==> src/sv/kcd_pkg.sv <==
// Types, codes and helper functions of the key click/double/long detector.
// No dependencies.
package kcd_pkg;

   typedef enum logic [1:0] {
      MODE_CLASSIFY = 2'd0,
      MODE_SINGLE   = 2'd1,
      MODE_COMBO    = 2'd2,
      MODE_IDLE     = 2'd3
   } scan_mode_type;

   typedef enum logic [1:0] {
      PH_WAIT     = 2'd0,
      PH_PRESSED  = 2'd1,
      PH_LONG     = 2'd2,
      PH_RELEASED = 2'd3
   } phase_type;

   typedef enum logic [2:0] {
      EV_NONE   = 3'd0,
      EV_CLICK  = 3'd1,
      EV_DOUBLE = 3'd2,
      EV_LONG   = 3'd3,
      EV_COMBO  = 3'd4
   } event_type;

   // Control group from the scan sequencer to the press phase machine.
   typedef struct packed {
      logic step;   // run one step of the phase machine
      logic clear;  // return to waiting for a press
      logic down;   // raw level of the chosen key
   } phase_ctrl_type;

   localparam int unsigned KEY_BITS = 8;
   localparam int unsigned CNT_BITS = 16;

   localparam logic [1:0] CSR_DEBOUNCE = 2'd0;
   localparam logic [1:0] CSR_LONG     = 2'd1;
   localparam logic [1:0] CSR_DOUBLE   = 2'd2;

   localparam logic [CNT_BITS-1:0] DEBOUNCE_RESET = 16'd5;
   localparam logic [CNT_BITS-1:0] LONG_RESET     = 16'd100;
   localparam logic [CNT_BITS-1:0] DOUBLE_RESET   = 16'd30;

   localparam logic [KEY_BITS-1:0] PINS_KEYS_01 = 8'd3;
   localparam logic [KEY_BITS-1:0] PINS_KEYS_02 = 8'd5;
   localparam logic [KEY_BITS-1:0] PINS_KEYS_12 = 8'd6;

   localparam logic [1:0] COMBO_OTHER   = 2'd0;
   localparam logic [1:0] COMBO_KEYS_01 = 2'd1;
   localparam logic [1:0] COMBO_KEYS_02 = 2'd2;
   localparam logic [1:0] COMBO_KEYS_12 = 2'd3;

   // Index of the lowest set bit, zero when no bit is set.
   function automatic logic [2:0] lowest_key(input logic [KEY_BITS-1:0] pins);
      logic [2:0] idx;
      idx = 3'd0;
      for (int i = KEY_BITS - 1; i >= 0; i--) begin
         if (pins[i]) begin
            idx = 3'(i);
         end
      end
      return idx;
   endfunction

   // True when exactly one bit is set.
   function automatic logic single_key(input logic [KEY_BITS-1:0] pins);
      return (pins != '0) && ((pins & (pins - 8'd1)) == '0);
   endfunction

   // 16-bit counter step that stops at all ones.
   function automatic logic [CNT_BITS-1:0] sat16(input logic [CNT_BITS:0] v);
      return v[CNT_BITS] ? {CNT_BITS{1'b1}} : v[CNT_BITS-1:0];
   endfunction

endpackage

==> src/sv/kcd_phase.sv <==
// Press phase machine of the key detector: held and release counters and
// the click, double click and long press decisions. Depends on kcd_pkg.
module kcd_phase
   import kcd_pkg::*;
(
   input  logic                clock,
   input  logic                reset,
   input  phase_ctrl_type      ctrl,
   input  logic [CNT_BITS-1:0] debounce_ticks,
   input  logic [CNT_BITS-1:0] long_ticks,
   input  logic [CNT_BITS-1:0] double_ticks,
   output event_type           phase_event
);

   phase_type           phase_ff, phase_in;
   logic [CNT_BITS-1:0] held_ff, held_in;
   logic [CNT_BITS-1:0] release_ff, release_in;

   logic [CNT_BITS:0] held_inc;
   logic [CNT_BITS:0] release_inc;
   logic              rel_done;
   logic              long_done;
   logic              dbl_hit;
   logic              wait_done;

   // Compares use the incremented value before saturation.
   assign held_inc    = {1'b0, held_ff} + 17'd1;
   assign release_inc = {1'b0, release_ff} + 17'd1;
   assign rel_done    = release_inc > {1'b0, debounce_ticks};
   assign long_done   = held_inc > {1'b0, long_ticks};
   assign dbl_hit     = held_inc == {1'b0, debounce_ticks};
   assign wait_done   = release_inc > {1'b0, double_ticks};

   always_comb begin
      phase_in = phase_ff;
      if (ctrl.clear) begin
         phase_in = PH_WAIT;
      end else if (ctrl.step) begin
         unique case (phase_ff)
            PH_WAIT: begin
               if (ctrl.down) phase_in = PH_PRESSED;
            end
            PH_PRESSED: begin
               if (!ctrl.down && rel_done) phase_in = PH_RELEASED;
               else if (ctrl.down && long_done) phase_in = PH_LONG;
            end
            PH_LONG: begin
               if (!ctrl.down) phase_in = PH_WAIT;
            end
            PH_RELEASED: begin
               if (ctrl.down ? dbl_hit : wait_done) phase_in = PH_WAIT;
            end
         endcase
      end
   end

   always_comb begin
      held_in     = held_ff;
      release_in  = release_ff;
      phase_event = EV_NONE;
      if (ctrl.step) begin
         unique case (phase_ff)
            PH_WAIT: begin
               if (ctrl.down) begin
                  held_in    = '0;
                  release_in = '0;
               end
            end
            PH_PRESSED: begin
               if (!ctrl.down) begin
                  release_in = rel_done ? '0 : sat16(release_inc);
                  if (rel_done) held_in = '0;
               end else begin
                  held_in = sat16(held_inc);
                  if (long_done) release_in = '0;
               end
            end
            PH_LONG: begin
               if (!ctrl.down) phase_event = EV_LONG;
            end
            PH_RELEASED: begin
               if (ctrl.down) begin
                  held_in = sat16(held_inc);
                  if (dbl_hit) phase_event = EV_DOUBLE;
               end else begin
                  release_in = sat16(release_inc);
                  if (wait_done) begin
                     held_in     = '0;
                     phase_event = EV_CLICK;
                  end
               end
            end
         endcase
      end
   end

   always_ff @(posedge clock) begin
      if (reset) begin
         phase_ff   <= PH_WAIT;
         held_ff    <= '0;
         release_ff <= '0;
      end else begin
         phase_ff   <= phase_in;
         held_ff    <= held_in;
         release_ff <= release_in;
      end
   end

endmodule

==> src/sv/key_click_double_long_detector.sv <==
// A scan tick is captured in the input stage and its result beat is registered in the result stage.
// One tick per cycle while the consumer takes results; the input and result stages each hold one beat.
// The state feedback (debounce, scan mode, press phase) is updated with each tick, so the next tick sees it.
// Reset is synchronous and active high: it clears state and restores registers.
// Depends on kcd_pkg and kcd_phase.
module key_click_double_long_detector
   import kcd_pkg::*;
#(
   parameter int unsigned NUM_KEYS = 8
)
(
   input  logic                clock,
   input  logic                reset,
   // Scan tick input channel.
   input  logic                req_valid,
   output logic                req_ready,
   input  logic [KEY_BITS-1:0] req_pressed_keys,
   // Result channel, one beat per scan tick.
   output logic                rsp_valid,
   input  logic                rsp_ready,
   output logic [2:0]          rsp_event_res,
   output logic [2:0]          rsp_key_index,
   output logic [1:0]          rsp_combo_code,
   // Register write channel.
   input  logic                csr_valid,
   output logic                csr_ready,
   input  logic [1:0]          csr_index,
   input  logic [CNT_BITS-1:0] csr_wdata
);

   // Keys at or above NUM_KEYS are ignored.
   localparam logic [KEY_BITS-1:0] KeyMask = (NUM_KEYS >= KEY_BITS) ? {KEY_BITS{1'b1}} :
      KEY_BITS'((16'd1 << NUM_KEYS) - 16'd1);

   // Configuration registers. Writes are always taken.
   logic [CNT_BITS-1:0] debounce_ff;
   logic [CNT_BITS-1:0] long_ff;
   logic [CNT_BITS-1:0] double_ff;

   assign csr_ready = 1'b1;

   always_ff @(posedge clock) begin
      if (reset) begin
         debounce_ff <= DEBOUNCE_RESET;
         long_ff     <= LONG_RESET;
         double_ff   <= DOUBLE_RESET;
      end else if (csr_valid) begin
         unique case (csr_index)
            CSR_DEBOUNCE: debounce_ff <= csr_wdata;
            CSR_LONG:     long_ff     <= csr_wdata;
            CSR_DOUBLE:   double_ff   <= csr_wdata;
            default: ;
         endcase
      end
   end

   // Input stage. It takes a new beat when empty or when its beat moves on,
   // so while a result waits on the output it still captures one tick, but
   // then stops taking ticks until that result is taken.
   logic                in_valid_ff;
   logic [KEY_BITS-1:0] in_pins_ff;
   logic                out_free;
   logic                fire;

   assign out_free  = !rsp_valid || rsp_ready;
   assign fire      = in_valid_ff && out_free;
   assign req_ready = !in_valid_ff || out_free;

   always_ff @(posedge clock) begin
      if (reset) begin
         in_valid_ff <= 1'b0;
      end else if (req_ready) begin
         in_valid_ff <= req_valid;
      end
   end

   always_ff @(posedge clock) begin
      if (reset) begin
         in_pins_ff <= '0;
      end else if (req_valid && req_ready) begin
         in_pins_ff <= req_pressed_keys;
      end
   end

   // Debounce: the masked vector must stay unchanged for debounce_ticks
   // ticks. The stable count saturates, and while it rests on a value equal
   // to debounce_ticks the vector is accepted again every tick.
   logic [KEY_BITS-1:0] cur_pins;
   logic [KEY_BITS-1:0] stable_pins_ff;
   logic [CNT_BITS-1:0] stable_count_ff, stable_count_in;
   logic                accept;

   assign cur_pins        = in_pins_ff & KeyMask;
   assign stable_count_in = (cur_pins == stable_pins_ff) ?
                            sat16({1'b0, stable_count_ff} + 17'd1) : '0;
   assign accept          = (stable_count_in == debounce_ff) && (cur_pins != '0);

   always_ff @(posedge clock) begin
      if (reset) begin
         stable_pins_ff  <= '0;
         stable_count_ff <= '0;
      end else if (fire) begin
         stable_pins_ff  <= cur_pins;
         stable_count_ff <= stable_count_in;
      end
   end

   // Scan sequencer. An acceptance forces classify mode, which overrides a
   // combo that has not been reported yet. Classify picks the lowest key and
   // goes to single mode for one key or combo mode for several; combo mode
   // reports on the next tick and goes idle.
   scan_mode_type  scan_mode_ff, scan_mode_in;
   scan_mode_type  mode_now;
   logic [2:0]     chosen_key_ff, chosen_key_in;
   phase_ctrl_type phase_ctrl;
   event_type      phase_event;
   event_type      event_in;
   logic [2:0]     key_index_in;
   logic [1:0]     combo_code_in;

   assign mode_now = accept ? MODE_CLASSIFY : scan_mode_ff;

   always_comb begin
      scan_mode_in = scan_mode_ff;
      if (fire) begin
         unique case (mode_now)
            MODE_COMBO: scan_mode_in = MODE_IDLE;
            MODE_CLASSIFY: begin
               if (single_key(cur_pins)) scan_mode_in = MODE_SINGLE;
               else if (cur_pins != '0) scan_mode_in = MODE_COMBO;
               else scan_mode_in = MODE_CLASSIFY;
            end
            MODE_SINGLE: begin
               if (phase_event != EV_NONE) scan_mode_in = MODE_IDLE;
               else scan_mode_in = MODE_SINGLE;
            end
            MODE_IDLE: scan_mode_in = MODE_IDLE;
         endcase
      end
   end

   always_comb begin
      chosen_key_in    = chosen_key_ff;
      phase_ctrl.step  = fire && (mode_now == MODE_SINGLE);
      phase_ctrl.clear = fire && (mode_now == MODE_COMBO);
      phase_ctrl.down  = cur_pins[chosen_key_ff];
      event_in         = EV_NONE;
      key_index_in     = 3'd0;
      combo_code_in    = COMBO_OTHER;
      unique case (mode_now)
         MODE_COMBO: begin
            event_in = EV_COMBO;
            priority if (cur_pins == PINS_KEYS_01) combo_code_in = COMBO_KEYS_01;
            else if (cur_pins == PINS_KEYS_02) combo_code_in = COMBO_KEYS_02;
            else if (cur_pins == PINS_KEYS_12) combo_code_in = COMBO_KEYS_12;
            else combo_code_in = COMBO_OTHER;
         end
         MODE_CLASSIFY: begin
            if (fire) chosen_key_in = lowest_key(cur_pins);
         end
         MODE_SINGLE: begin
            event_in = phase_event;
            if (phase_event != EV_NONE) key_index_in = chosen_key_ff;
         end
         MODE_IDLE: ;
      endcase
   end

   always_ff @(posedge clock) begin
      if (reset) begin
         scan_mode_ff  <= MODE_IDLE;
         chosen_key_ff <= 3'd0;
      end else begin
         scan_mode_ff  <= scan_mode_in;
         chosen_key_ff <= chosen_key_in;
      end
   end

   kcd_phase u_phase (
      .clock          (clock),
      .reset          (reset),
      .ctrl           (phase_ctrl),
      .debounce_ticks (debounce_ff),
      .long_ticks     (long_ff),
      .double_ticks   (double_ff),
      .phase_event    (phase_event)
   );

   // Result stage: one beat per tick, held until the consumer takes it.
   logic       rsp_valid_ff;
   logic [2:0] rsp_event_ff;
   logic [2:0] rsp_key_index_ff;
   logic [1:0] rsp_combo_code_ff;

   always_ff @(posedge clock) begin
      if (reset) begin
         rsp_valid_ff <= 1'b0;
      end else if (fire) begin
         rsp_valid_ff <= 1'b1;
      end else if (rsp_ready) begin
         rsp_valid_ff <= 1'b0;
      end
   end

   always_ff @(posedge clock) begin
      if (fire) begin
         rsp_event_ff      <= event_in;
         rsp_key_index_ff  <= key_index_in;
         rsp_combo_code_ff <= combo_code_in;
      end
   end

   assign rsp_valid      = rsp_valid_ff;
   assign rsp_event_res  = rsp_event_ff;
   assign rsp_key_index  = rsp_key_index_ff;
   assign rsp_combo_code = rsp_combo_code_ff;

endmodule

==> config.mk <==
export PLATFORM = sky130hd
export DESIGN_NAME = key_click_double_long_detector
export DESIGN_NICKNAME = d
export VERILOG_FILES = /design/src/sv/kcd_pkg.sv /design/src/sv/kcd_phase.sv /design/src/sv/key_click_double_long_detector.sv
export SDC_FILE = /design/constraint.sdc
export NUM_CORES = 1
export LEC_CHECK = 0
export BUFFER_PORTS_ARGS = -buffer_cell sky130_fd_sc_hd__buf_2
export CELL_PAD_IN_SITES_DETAIL_PLACEMENT = 0
export CELL_PAD_IN_SITES_GLOBAL_PLACEMENT = 1
export CORE_MARGIN = 4
export CORE_UTILIZATION = 47
export CTS_CLUSTER_DIAMETER = 40
export DETAILED_ROUTE_END_ITERATION = 12
export PLACE_DENSITY = 0.88
export SLEW_MARGIN = 20
export SYNTH_ARGS = -nofsm -noshare
export SYNTH_HDL_FRONTEND = slang
export SYNTH_SLANG_ARGS = --single-unit
==> constraint.sdc <==
create_clock -name clock -period 5.7 [get_ports clock]
set_clock_uncertainty 0.2 [all_clocks]
set_input_delay 0.855 -clock clock [delete_from_list [all_inputs] [get_ports clock]]
set_output_delay 0.855 -clock clock [all_outputs]
set_load 0.05 [all_outputs]
==> results.toml, run 1 <==
[min_path]
hp-class = "reg2reg"

[clock_network]
cts_hold_buf = 0
cts-root-buf = "clkbuf_16"
cts_max_path_buffers = 2
cts_tree = "done"
cts-resized-gates = 0
path_clk_slew_ns = 0.06
numCtsBuffers = 17
clock-sinks = 129
clkLatencyLatePin_ns = 0.42
cts_setup_buffers = 0
htreeDepth = 4

[floorplanning]
core_area_sq_mm = 0.0180
die_x_um = 143
pin_count = 42
dieArea_sq_mm = 0.0205
start_util = 0.477
die_y_um = 143
rows = 49

[routing]
viasPerCell = 5.77
vias = 7686
wirelength_um = 22800
dr.pass1.iters = 7
ant_nets = 0
avgRoutedWirePerCell_um = 17.1
drtIter0Drc = 719
drcViolationCount = 0

[cells_and_area]
final_nets = 1175
seq_area_sq_mm = 0.00266
post_layout_nonfiller_instances = 1331
drive_above_1_share = 0.110
diodes = 0
multi_input_area_sq_mm = 0.00535
fillerInstances = 1734
area_growth_pct = 9.70

[yosys]
avgSynthCellArea_sq_um = 7.87
synth_edf_count = 8
ys_warn_count = 0
synthDistinctLibCells = 85
seq_area_frac_synth = 0.310
synth_fp_nets = 1176
synth-async-reset-ratio = 0
synth_ff_type = "dfxtp_1"
syn_inst = 1090
syn_area_sq_mm = 0.00858
ys_ff_latch = 129

[timing]
period_share = 0.876
max_slew_margin = 0.300
tightest_slew_ns = 1.05
tns_ns = 0
drv_slew = 0
fin_crit_ns = 4.99
rsz0062_at_grt = "no"
finalHoldViolCount = 0
setup_viol = 0
fmax_mhz = 200

[job]
cap_violations = 0

[setup_path]
start_kind = "flip-flop"
required_ns = 5.84
critical-path-max-stage-delay_ns = 0.52
slowest_stage = "o41ai_4"
cp-end-kind = "flip-flop"
path_cells = "ha_1, nand2_1, nor2_1, o21ai_0, o21a_1, o21ai_0, xnor2_1, o311ai_0, o41ai_4, ha_1, nand2_1, a2111o_1, a22oi_4, buf_4, a21oi_1, a211oi_1"
path_max_fanout = 17
crit_arrival_ns = 5.13
criticalPathCategory = "reg2reg"

[grt]
antenna_found_initial = 0
grt_max_degree = 78
grt_pass1_vias = 7029
grt_pass1_wl_um = 37600
grt_usage = 0.230
grt-ovfl-total = 0

[place]
portBuffers = 40
gp_congestion = 0.942
placedCellCount = 1299
dpl.hpwl_um = 16600

[run_status]
outcome = "finished, final reports clean"

[power]
p_leak_nw = 3.77
ir_drop_uv = 193
p_per_area_mw_per_mm2 = 243
cell type report:
type | count | area share
clock buffer | 19 | 0.0493
tap | 229 | 0.0305
multi-input combinational | 829 | 0.568
clock inverter | 13 | 0.0160
timing repair buffer | 47 | 0.0271
inverter | 65 | 0.0259
sequential | 129 | 0.283
Yosys cell counts (all sizes together) (7+ instances only):
cell type,number,area share
a211oi,18,0.016
a21oi,127,0.075
ha,55,0.080
a21o,17,0.015
nor2,71,0.031
dfxtp,121,0.28
edfxtp,8,0.028
nand2,179,0.081
o211ai,12,0.011
o32ai,8,0.0082
and2,9,0.0069
and3,17,0.012
nand4,25,0.021
xnor2,32,0.033
inv,64,0.028
nand2b,7,0.0051
nor3,26,0.016
xor2,27,0.028
mux2i,11,0.013
nor4,15,0.014
nand3,47,0.028
buf,20,0.016
clkbuf,47,0.022
nor2b,8,0.0058
o21ai,21,0.013
state kept, by name, summed over array words and instances, names as in the netlist, 8 cells and up:
signal and count:
stable_pins_ff 8, stable_count_ff 16, u_phase.held_ff 16, cur_pins 8, u_phase.release_ff 16, long_ff 16, double_ff 16, debounce_ff 16
cell usage in the layout, fill, tap and decap left out, drive strengths merged, types with 7 or more instances in the layout:
master	netlist	layout
o21ai	21	21
a21oi	127	127
clkbuf	47	19
a211oi	18	18
ha	55	55
nor3	26	26
nor2b	8	8
nand4	25	25
mux2i	11	11
nand3	47	47
edfxtp	8	8
and2	9	9
and3	17	17
o211ai	12	12
inv	64	68
xnor2	32	32
a21o	17	17
nand2b	7	7
dfxtp	121	121
o32ai	8	8
nand2	179	179
buf	20	47
xor2	27	27
nor4	15	15
clkinv	1	8
nor2	71	71
report_power, final:
part	switching [W]	leakage [nW]	internal (W)
logic	0.000131	2.41	0.0000700
registers	0.0000236	1.06	0.000931
clock network	0.000438	0.304	0.000689
total	0.000592	3.77	0.00169
stage by stage:
step / area, sq um / power [W] / utilization / setup WS, ns / hold slack [ns]
floorplan: 8580 / 0.00111 / - / 1.60 / 0.236
CTS: 9410 / 0.00229 / 0.524 / 0.751 / 0.256
global route: 9410 / 0.00237 / 0.524 / 0.330 / 0.267
finish: 9410 / 0.00228 / 0.524 / 0.707 / 0.254
global placement: 8790 / 0.00117 / 0.490 / 0.956 / 0.242
detailed placement: 8790 / 0.00117 / 0.490 / 0.780 / 0.247
final timing paths:
| kind | from | cells after the start | to | slack (ns) |
|---|---|---|---|---|
| max | stable_count_ff[0] | 16 | u_phase.release_ff[11] | 0.71 |
| min | long_ff[3] | 2 | long_ff[3] | 0.25 |
| max reg2reg | stable_count_ff[0] | 16 | u_phase.release_ff[11] | 0.71 |
| min reg2reg | long_ff[3] | 2 | long_ff[3] | 0.25 |
kinds of logic after synthesis:
group	after synthesis	share of synthesized area
and+or+nand+nor	433	0.250
AOI/OAI and AO/OA	259	0.196
buffers and inverters	132	0.0668
DFF	129	0.310
xor gates and xnor gates	63	0.0708
adders and majority gates	56	0.0814
muxes	17	0.0233
other	1	0.000437
metal layers:
metal  part of all wire  wire length [um]  GRT usage
met5                  0                 0          0
met4              0.020               457     0.0660
met3              0.055              1270     0.0459
met2               0.45             10300      0.349
met1               0.47             10800      0.332
critical path: cells and delay by family (launching register included):
family,cells,cell delay (ns)
AOI/OAI and AO/OA,9,2.69
adders and majority gates,2,0.67
xor gates and xnor gates,1,0.16
DFF,1,0.44
buffers and inverters,1,0.26
and+or+nand+nor,3,0.46
Power figures use the tool's default switching activity.
==> run 2: changes to the inputs <==
--- a/config.mk
+++ b/config.mk
@@ -9,10 +9,10 @@
 export CELL_PAD_IN_SITES_DETAIL_PLACEMENT = 0
 export CELL_PAD_IN_SITES_GLOBAL_PLACEMENT = 1
 export CORE_MARGIN = 4
-export CORE_UTILIZATION = 47
+export CORE_UTILIZATION = 51
 export CTS_CLUSTER_DIAMETER = 40
 export DETAILED_ROUTE_END_ITERATION = 12
-export PLACE_DENSITY = 0.88
+export PLACE_DENSITY = 0.84
 export SLEW_MARGIN = 20
 export SYNTH_ARGS = -nofsm -noshare
 export SYNTH_HDL_FRONTEND = slang
==> constraint.sdc (replaced) <==
create_clock -name clock -period 5.8 [get_ports clock]
set_clock_uncertainty 0.2 [all_clocks]
set_input_delay 0.87 -clock clock [delete_from_list [all_inputs] [get_ports clock]]
set_output_delay 0.87 -clock clock [all_outputs]
set_load 0.05 [all_outputs]
==> run 2 against run 1 <==
- count of clock-buffer cells in the layout shrank 1
- first-iteration DRC count shrank 18%
- combinational power about the same
- via count rose by 1.5%
- clock power fell by 6%
- final area down 0.52%
- register-to-register slack improved by 0.15 ns
- largest cell class unchanged
- largest power group unchanged
==> results.toml, run 2 (synthesized netlist as in run 1, its figures left out) <==
[timing]
fmax_mhz = 202
rsz0062_at_grt = "no"
setup_viol = 0
period_share = 0.853
tightest_slew_ns = 0.760
drv_slew = 0
fin_crit_ns = 4.95
max_slew_margin = 0.487
finalHoldViolCount = 0
tns_ns = 0

[cells_and_area]
final_cell_mix = "nand2_1, a21oi_1, dfxtp_1, nor2_1, inv_1"
seq_area_sq_mm = 0.00266
area_growth_pct = 9.13
diodes = 0
drive_above_1_share = 0.109
layout_commonest_cell = "nand2_1"
final_nets = 1175
multi_input_area_sq_mm = 0.00535
post_layout_nonfiller_instances = 1322
fillerInstances = 1609

[setup_path]
start_kind = "flip-flop"
path_max_fanout = 15
required_ns = 5.95
criticalPathCategory = "reg2reg"
cp-end-kind = "flip-flop"
critPathTopFamily = "compound AO/OA/AOI/OAI gates"
crit_arrival_ns = 5.09
critical-path-max-stage-delay_ns = 0.55
slowest_stage = "o41ai_4"
path_cells = "ha_1, nand2_1, nor2_1, o21ai_0, o21a_1, o21ai_0, xnor2_1, o311ai_0, o41ai_4, ha_1, nand2_1, a2111o_1, a22oi_4, buf_4, a21oi_1, a211oi_1"
path_buf_inv = 1

[place]
placedCellCount = 1290
portBuffers = 40
gp_congestion = 0.879
dpl.hpwl_um = 17000

[power]
comb_power_share = 0.090
clkPwrFrac = 0.483
p_leak_nw = 3.74
p_per_area_mw_per_mm2 = 235
ir_drop_uv = 208
power.internal_w = 0.00159
pwr-share-seq = 0.427
p_sw_w = 0.000613
netSwitchingFraction = 0.279

[routing]
avgRoutedWirePerCell_um = 17.8
dr.pass1.iters = 7
drtIter0Drc = 589
viasPerCell = 5.90
drcViolationCount = 0
wirelength_um = 23500
vias = 7802
ant_nets = 0

[clock_network]
htreeDepth = 4
cts-resized-gates = 0
cts_tree = "done"
clkLatencyLatePin_ns = 0.43
cts_max_path_buffers = 2
cts_hold_buf = 0
path_clk_slew_ns = 0.06
cts_setup_buffers = 0
clock-sinks = 129
cts-root-buf = "clkbuf_16"
numCtsBuffers = 17

[min_path]
hp-class = "reg2reg"

[floorplanning]
die_y_um = 138
rows = 47
pin_count = 42
dieArea_sq_mm = 0.0190
die_x_um = 138
start_util = 0.519
core_area_sq_mm = 0.0165

[grt]
grt-ovfl-total = 0
grt_pass1_vias = 6903
grt_max_degree = 64
grt_usage = 0.254
antenna_found_initial = 0
grt_pass1_wl_um = 37400

[job]
cap_violations = 0

[run_status]
outcome = "finished, final reports clean"
[run 2: power by group through the flow]
stage                     combinational, W  clock, W  sequential [W]
final                             0.000199   0.00106        0.000939
after global routing              0.000221   0.00111        0.000942
after CTS                         0.000197   0.00108        0.000939
after detailed placement          0.000196         0        0.000959
after global placement            0.000195         0        0.000958
after floorplan                   0.000139         0        0.000953
[run 2: final cells by class]
| class | count | area share |
|---|---|---|
| multi-input combinational | 829 | 0.572 |
| sequential | 129 | 0.284 |
| clock buffer | 18 | 0.0458 |
| tap | 220 | 0.0294 |
| timing repair buffer | 47 | 0.0273 |
| inverter | 65 | 0.0261 |
| clock inverter | 14 | 0.0151 |
[run 2: path summary, 6_finish.rpt]
path	start	to	slack, ns	depth (start not counted)
max	stable_count_ff[0]	u_phase.release_ff[12]	0.85	16
max reg2reg	stable_count_ff[0]	u_phase.release_ff[12]	0.85	16
min reg2reg	double_ff[14]	double_ff[14]	0.25	2
min	double_ff[14]	double_ff[14]	0.25	2
[run 2: per-stage QoR]
stage / total power [W] / cell area [sq um] / utilization / setup WS (ns) / hold WS (ns)
floorplan: 0.00109 / 8580 / - / 1.70 / 0.236
global placement: 0.00115 / 8780 / 0.532 / 1.13 / 0.243
detailed placement: 0.00115 / 8780 / 0.532 / 0.970 / 0.248
CTS: 0.00221 / 9350 / 0.566 / 0.933 / 0.257
global route: 0.00228 / 9360 / 0.566 / 0.489 / 0.274
finish: 0.00220 / 9360 / 0.566 / 0.854 / 0.254
[run 2: tightest hold or removal path: stages, from the launching register on]
cell and delay, ns:
dfxtp_1 0.31, nand2_1 0.05, a21oi_1 0.05
[run 2: per-layer routing]
metal,share of wire,global-route usage,vias up
li1,-,-,3843
met4,0.014,0.0610,0
met5,0,0,-
met2,0.46,0.394,217
met1,0.48,0.363,3711
met3,0.049,0.0486,31
